**config.mk**
```make
export PLATFORM = sky130hd
export DESIGN_NAME = lru_front
export DESIGN_NICKNAME = d
export VERILOG_FILES = /design/src/hdl/lru_pkg.sv /design/src/hdl/lru_front.sv
export SDC_FILE = /design/constraint.sdc
export NUM_CORES = 1
export LEC_CHECK = 0
export BUFFER_PORTS_ARGS = -buffer_cell sky130_fd_sc_hd__buf_2
export CAP_MARGIN = 25
export CORE_UTILIZATION = 53
export DETAILED_ROUTE_END_ITERATION = 10
export GPL_ROUTABILITY_DRIVEN = 0
export GPL_TIMING_DRIVEN = 0
export HOLD_SLACK_MARGIN = 0.12
export PLACE_DENSITY = 0.91
export SETUP_SLACK_MARGIN = 0.1
export SYNTH_ARGS = -nofsm -noshare
export SYNTH_HDL_FRONTEND = slang
export SYNTH_SLANG_ARGS = --single-unit
export TNS_END_PERCENT = 50
```
**constraint.sdc**
```tcl
create_clock -name clock -period 3.55 [get_ports clock]
set_clock_uncertainty 0.1 [all_clocks]
set_input_delay 0.5325 -clock clock [delete_from_list [all_inputs] [get_ports clock]]
set_output_delay 0.5325 -clock clock [all_outputs]
set_load 0.01 [all_outputs]
```
**src/hdl/lru_pkg.sv**
```systemverilog
// Package for the LRU table block: sizes, operation and status codes, payload types.
// No dependencies.
`timescale 1ns / 1ps
package lru_pkg;
   localparam int TableSlots = 64;
   localparam int LockBits   = 8;
   localparam int SlotBits   = $clog2(TableSlots);
   localparam int CountBits  = $clog2(TableSlots + 1);
   localparam int QueueDepth = 2;

   localparam logic [2:0] OP_ADD    = 3'd0;
   localparam logic [2:0] OP_REMOVE = 3'd1;
   localparam logic [2:0] OP_ACCESS = 3'd2;
   localparam logic [2:0] OP_LOCK   = 3'd3;
   localparam logic [2:0] OP_UNLOCK = 3'd4;

   localparam logic [2:0] ST_OK        = 3'd0;
   localparam logic [2:0] ST_DUPLICATE = 3'd1;
   localparam logic [2:0] ST_NOT_FOUND = 3'd2;
   localparam logic [2:0] ST_LOCKED    = 3'd3;
   localparam logic [2:0] ST_NO_ROOM   = 3'd4;
   localparam logic [2:0] ST_FULL      = 3'd5;

   localparam logic [6:0] MaxActiveReset = 7'd64;

   typedef struct packed {
      logic [2:0]  operation;
      logic [31:0] entry_key;
      logic        arrives_loaded;
   } req_type;

   typedef struct packed {
      logic [2:0]  status;
      logic        hit;
      logic        load_request;
      logic        evict_valid;
      logic [31:0] evict_key;
      logic [31:0] hit_total;
      logic [31:0] miss_total;
   } rsp_type;
endpackage

```
**src/hdl/lru_front.sv**
```systemverilog
// Front end of the LRU table block: accepts transactions and queues them.
// Depends on lru_pkg.
`timescale 1ns / 1ps
module lru_front (
   input  logic             clock,
   input  logic             reset,
   input  logic             req_valid,
   output logic             req_stall,
   input  lru_pkg::req_type req_data,
   output logic             q_valid,
   input  logic             q_take,
   output lru_pkg::req_type q_data
);
   localparam int PtrBits = $clog2(lru_pkg::QueueDepth);

   lru_pkg::req_type         mem_ff [lru_pkg::QueueDepth];
   logic [PtrBits-1:0]       wr_ff, wr_in, rd_ff, rd_in;
   logic [PtrBits:0]         cnt_ff, cnt_in;
   logic                     push, pop;

   assign req_stall = (cnt_ff == PtrBits'(0) + (PtrBits+1)'(lru_pkg::QueueDepth));
   assign push      = req_valid && !req_stall;
   assign pop       = q_valid && q_take;
   assign q_valid   = (cnt_ff != '0);
   assign q_data    = mem_ff[rd_ff];

   // Pointer and fill count update.
   always_comb begin
      wr_in  = push ? wr_ff + 1'b1 : wr_ff;
      rd_in  = pop ? rd_ff + 1'b1 : rd_ff;
      cnt_in = cnt_ff + (PtrBits+1)'(push) - (PtrBits+1)'(pop);
   end

   always_ff @(posedge clock) begin
      if (reset) begin
         wr_ff  <= '0;
         rd_ff  <= '0;
         cnt_ff <= '0;
      end else begin
         wr_ff  <= wr_in;
         rd_ff  <= rd_in;
         cnt_ff <= cnt_in;
      end
   end

   // Queue storage.
   always_ff @(posedge clock) begin
      if (push) begin
         mem_ff[wr_ff] <= req_data;
      end
   end
endmodule

```
==> impl_results.md, run 1 <==
- H-tree depth: 3
- Met3 GRT Util: 6.43%
- Fmax: 451 MHz
- Crit Path Class: flop to output pin
- WL per Instance: 15.3 µm
- Synth top area share: 76.4%
- Die area: 5640 µm²
- CTS Buf Count: 9
- Hold_buf cts: 0
- Crit Reg-Reg Startpoint: cnt_ff[0]$_SDFF_PP0_
- Largest net degree at the start of global routing: 37
- Setup ws final: 1.34 ns
- TritonRoute pass-1 iters: 4
- Max-Cap Viols: 0
- Worst EP arrival: 1.58 ns
- Tcrit/Tclk final: 62.4%
- Share of cells above drive strength 1: 57.5%
- Worst Setup End Kind: output pin
- M2 GR Usage: 29.8%
- Post-DP HPWL: 3170 µm
- Clock slew at reported path FFs: 0.07 ns
- Clock latency on the worst-skew pair: 0.33 ns
- DRT Wirelength: 4630 µm
- Antenna diode instance count: 0
- Pre-CTS setup slack: 1.34 ns
- Cells taking the most area after synthesis: edfxtp_1, mux2_2, dfxtp_1
- # Post-CTS Setup Buffers: 0
- Antenna violations before repair: 0
- Setup-failing EPs final: 0
- Lkg Pwr: 1.37 nW
- Mapped Cells: 139
- Grt total ovfl: 0
- Clock root buffer: clkbuf_8
- Gr usage total: 17.7%
- PortBufs: 77
- Fillers: 348
- Worst Hold Slack: 0.280 ns
- Cell internal pwr: 1.87 mW
- CTS Buffer Depth: 2
- HP Class: primary input to flop
- DR vias/cell: 4.96
- WHS Endpoint: mem_ff[0][0]$_DFFE_PP_
- Hold Path Cell Cnt: 1
- Detailed Route Iter0 Violations: 43
- Final Critical Period: 2.21 ns
- Layout area overhead: 24.6%
- Slew headroom: 42.3%
- Largest fanout on the critical path: 10
- Avg Cell Area, Syn: 20.4 µm²
- Register area share after synthesis: 79.9%
- Initial Utilization: 55.1%
- Reg2reg setup slack: 1.51 ns
- #FFs+latches synth: 77
- Maximum vdd ir drop: 0.416 mV
- Vias in the first global route: 1529
- IO Count: 78
- Yosys top cell by area: edfxtp_1
- FP Rows: 26
- CORE AREA: 5140 µm²
- Die width: 75.1 µm
- Switching fraction of total power: 26.6%
- Actual slew at the worst max-slew pin: 0.865 ns
- Final nets: 270
- Worst r2r path cells: 5
- Fin. max-slew vios: 0
- Worst reg2reg endpoint: mem_ff[0][32]$_DFFE_PP_
- Hold Vio Cnt, Final: 0
- Flop pwr share: 47.1%
- Met1 GRT Util: 19.0%
- CTS tree: yes
- Post-Synthesis Cell Area: 2830 µm²
- Comb power frac: 27.4%
- Power per Cell Area: 720 nW/µm²
- Top Usage Layer GRT: met2
- Drc violations: 0
- RSZ-0062 raised after global routing: no
- Resize count post-CTS: 0
- NetSw: 0.675 mW
- First-pass GRT wire length: 6840 µm
- Clock sinks: 77
- Layout Cells excl Fill: 303
- Area of the multi-input gates: 527 µm²
- Yosys warns: 0
- Mapped Nets: 181
- Status: completed
- Clock share of power: 25.4%
- Vias post-DR: 1502
- Die Y: 75.1 µm
- Seq. cell area: 2260 µm²
- Hold Crit Start: req_data[0]
- Required arrival time at the worst endpoint: 2.92 ns
- Setup TNS: 0 ns
- Placed Instances: 287
- Final ANT Viol Nets: 0
- Post-synth cell types: 22
- CP startpoint kind: flop
[state kept, by name, indices dropped and copies added, names as in the netlist, named ones only]
name / count
mem_ff: 72
rd_ff: 1
wr_ff: 1
cnt_ff: 2
[routing by layer]
metal / vias to the layer above / share of wire [%]
met1: 713 / 40
met3: 14 / 6.5
met5: - / 0
met4: 0 / 2.9
met2: 60 / 50
li1: 715 / -
[logic make-up (layout without fill, tap and decap cells)]
group / Yosys count / after routing / share of synthesized area [%]
buffers and inverters: 8 / 102 / 1.50
and+or+nand+nor: 11 / 11 / 2.17
AOI/OAI and AO/OA: 3 / 3 / 0.618
xor gates and xnor gates: 2 / 2 / 0.619
adders and majority gates: 2 / 2 / 0.884
muxes: 36 / 36 / 14.3
DFF: 77 / 77 / 79.9
[worst max-delay path: stages, from the launching register on]
cell and delay (ns):
dfxtp_1 0.30, buf_2 0.21, buf_4 0.23, mux2_2 0.36
buf_2 0.15
[worst max path at each step]
stage / start / endpoint / cells past startpoint
2_1_floorplan: req_valid / mem_ff[0][0]$_DFFE_PP_ / 3
3_3_place_gp: req_valid / mem_ff[0][35]$_DFFE_PP_ / 4
3_5_place_dp: req_valid / mem_ff[0][35]$_DFFE_PP_ / 5
4_1_cts: flop / q_data[6] / 4
5_1_grt: flop / q_data[12] / 4
6_report: flop / q_data[32] / 4
[synth_stat cells]
library cell	n
edfxtp_1	72
mux2_2	36
dfxtp_1	5
buf_4	3
inv_1	3
nor2_1	3
ha_1	2
a21oi_1	1
and2_1	1
and3_2	1
buf_2	1
inv_2	1
nand2_1	1
nand2b_2	1
nor2b_1	1
nor3_1	1
o21a_1	1
o21ai_0	1
or2_2	1
or3_1	1
xnor2_1	1
xor2_1	1
[cells in the final DEF, fill, tap and decap left out, types with 2 or more instances in the layout]
cell type  count
inv_1          3
dfxtp_1        5
edfxtp_1      72
ha_1           2
clkbuf_1       4
clkbuf_8      11
buf_4          3
nor2_1         3
mux2_2        36
buf_2         78
[metrics by stage]
stage	cell area, µm²	total power [mW]	utilization (%)
2_1_floorplan	2830	1.66	-
3_3_place_gp	3300	1.88	64.3
3_5_place_dp	3330	1.93	64.8
4_1_cts	3530	2.57	68.6
5_1_grt	3530	2.67	68.6
6_report	3530	2.54	68.6
[power by group through the flow]
stage	Sequential [mW]	Combinational (mW)	Clock [mW]
6_report	1.20	0.696	0.647
5_1_grt	1.21	0.770	0.688
4_1_cts	1.20	0.711	0.662
3_5_place_dp	1.22	0.706	0
3_3_place_gp	1.21	0.667	0
2_1_floorplan	1.21	0.450	0
[final cells by class]
type | instances | share of cell area, %
Clock inverter | 1 | 0.851
Sequential cell | 77 | 64.1
Clock buffer | 15 | 4.72
Multi-Input combinational cell | 54 | 14.9
Buffer | 4 | 0.780
Inverter | 4 | 0.426
Tap cell | 70 | 2.48
Timing Repair Buffer | 78 | 11.7
No activity file was read; power rests on OpenSTA's default activity.
==> run 2: changes to the inputs <==
Settings changed: CORE_UTILIZATION 53 to 51, PLACE_DENSITY 0.91 to 0.88.
Clock period 3.55 ns to 2.3 ns, I/O delays scaled along.
==> run 2 against run 1 <==
- wire length up 5.0%
- register-to-register slack worse by 1.2 ns
- total power up 52%
- non-clock buffer count up 35
- sequential share of layout area down 5.3 points
- hold slack worse by 0.13 ns
- flip-flop and latch count unchanged
- first-iteration DRC count up 140%
- clock power up 43%
- global-route usage up 0.29 points
- worst setup slack worse by 1.1 ns
==> impl_results.md, run 2 (same netlist as run 1, synthesis figures left out) <==
- WL per Instance: 14.4 µm
- Worst reg2reg endpoint: mem_ff[0][2]$_DFFE_PP_
- Antenna diode instance count: 0
- Share of cells above drive strength 1: 50.6%
- Detailed Route Iter0 Violations: 102
- Hold_buf cts: 36
- Most common cell after layout, fill and taps aside: buf_2
- Pre-CTS setup slack: 0.258 ns
- Power per Cell Area: 1010 nW/µm²
- Initial Utilization: 54.1%
- Tcrit/Tclk final: 87.7%
- FP Rows: 26
- TritonRoute pass-1 iters: 4
- Clock slew at reported path FFs: 0.07 ns
- Maximum vdd ir drop: 0.860 mV
- Setup-failing EPs final: 0
- Setup ws final: 0.284 ns
- Antenna violations before repair: 0
- WHS Endpoint: rd_ff$_SDFFE_PP0P_
- IO Count: 78
- Hold Crit Start: reset
- Clock latency on the worst-skew pair: 0.32 ns
- Resize count post-CTS: 0
- CP startpoint kind: flop
- Lkg Pwr: 1.49 nW
- RSZ-0062 raised after global routing: no
- # Post-CTS Setup Buffers: 0
- DRT Wirelength: 4860 µm
- Reg2reg setup slack: 0.32 ns
- CORE AREA: 5240 µm²
- Die width: 76.5 µm
- Largest fanout on the critical path: 10
- Final Critical Period: 2.02 ns
- Largest net degree at the start of global routing: 37
- Worst Setup End Kind: output pin
- H-tree depth: 3
- Top reg by flops: mem_ff
- CTS tree: yes
- Setup TNS: 0 ns
- Most frequent cells in the layout: buf_2, edfxtp_1, mux2_2, dlygate4sd3_1, clkbuf_8
- Worst EP arrival: 1.57 ns
- Grt total ovfl: 0
- Final ANT Viol Nets: 0
- PortBufs: 77
- Worst r2r path cells: 4
- Layout area overhead: 35.7%
- Slew headroom: 42.6%
- CTS Buffer Depth: 2
- DR vias/cell: 4.80
- Fmax: 496 MHz
- Hold Path Cell Cnt: 2
- Gr usage total: 18.0%
- Die Y: 76.5 µm
- Clock root buffer: clkbuf_8
- Post-DP HPWL: 2920 µm
- Max-Cap Viols: 0
- Crit Path Class: flop to output pin
- HP Class: primary input to flop
- Hold Vio Cnt, Final: 0
- Vias post-DR: 1617
- Max reg flops: 72
- Fin. max-slew vios: 0
- Vias in the first global route: 1714
- Final nets: 305
- Required arrival time at the worst endpoint: 1.86 ns
- Top flop regs: mem_ff (72), cnt_ff (2)
- Status: completed
- Clock sinks: 77
- CTS Buf Count: 9
- Drc violations: 0
- Actual slew at the worst max-slew pin: 0.861 ns
- First-pass GRT wire length: 7780 µm
- Crit Reg-Reg Startpoint: cnt_ff[0]$_SDFF_PP0_
- Die area: 5850 µm²
-- run 2: changes by cell type in the layout (fill, tap and decap cells not counted), sizes merged --
cell / before / now
buf: 82 / 81
clkbuf: 15 / 9
clkinv: 0 / 4
clkinvlp: 0 / 1
dlygate4sd3: 0 / 36
-- run 2: critical path, stage by stage (launching register included) --
cell and delay, ns:
dfxtp_1 0.30, buf_2 0.21, buf_4 0.23, mux2_2 0.36, buf_2 0.14
-- run 2: where the power goes --
group	total, mW	switching, mW	internal (mW)
clock	0.928	0.444	0.484
sequential	1.85	0.0604	1.79
combinational	1.09	0.552	0.542
total	3.87	1.06	2.82
-- run 2: routing by layer --
metal  part of all wire, %  up-vias  track usage, %  wire (µm)
li1                      -      778               -          -
met1                    42      774            21.5       2020
met2                    52       57            30.5       2550
met3                   4.3        8            3.71        211
met4                   1.5        0            10.2         72
met5                     0        -               0          0
-- run 2: layout make-up --
cell class | count | area [µm²]
Timing Repair Buffer | 113 | 746
Multi-Input combinational cell | 54 | 527
Clock buffer | 9 | 124
Clock inverter | 6 | 55.1
Inverter | 4 | 15.0
Buffer | 4 | 27.5
Tap cell | 70 | 87.6
Fill cell | 341 | 1390
Sequential cell | 77 | 2260
-- run 2: worst max-delay path by stage --
| stage | slack (ns) | end | cells after the start | startpoint |
|---|---|---|---|---|
| after CTS | 0.25 | mem_ff[0][0]$_DFFE_PP_ | 4 | cnt_ff[0]$_SDFF_PP0_ |
| after detailed placement | 0.26 | mem_ff[0][28]$_DFFE_PP_ | 4 | cnt_ff[0]$_SDFF_PP0_ |
| final | 0.28 | q_data[1] | 4 | flop |
| after floorplan | 0.24 | mem_ff[0][0]$_DFFE_PP_ | 4 | cnt_ff[0]$_SDFF_PP0_ |
| after global placement | -0.14 | mem_ff[0][28]$_DFFE_PP_ | 4 | req_valid |
| after global routing | 0.18 | q_data[12] | 4 | flop |
-- run 2: metrics by stage --
stage	hold WS, ns	total power [mW]	cells	util (%)	instance area [µm²]
floorplan	0.314	2.56	139	-	2830
global placement	0.367	2.91	286	63.1	3300
detailed placement	0.383	2.94	286	63.1	3300
CTS	0.131	3.91	337	73.4	3840
global route	0.145	4.06	337	73.4	3840
finish	0.145	3.87	337	73.4	3840
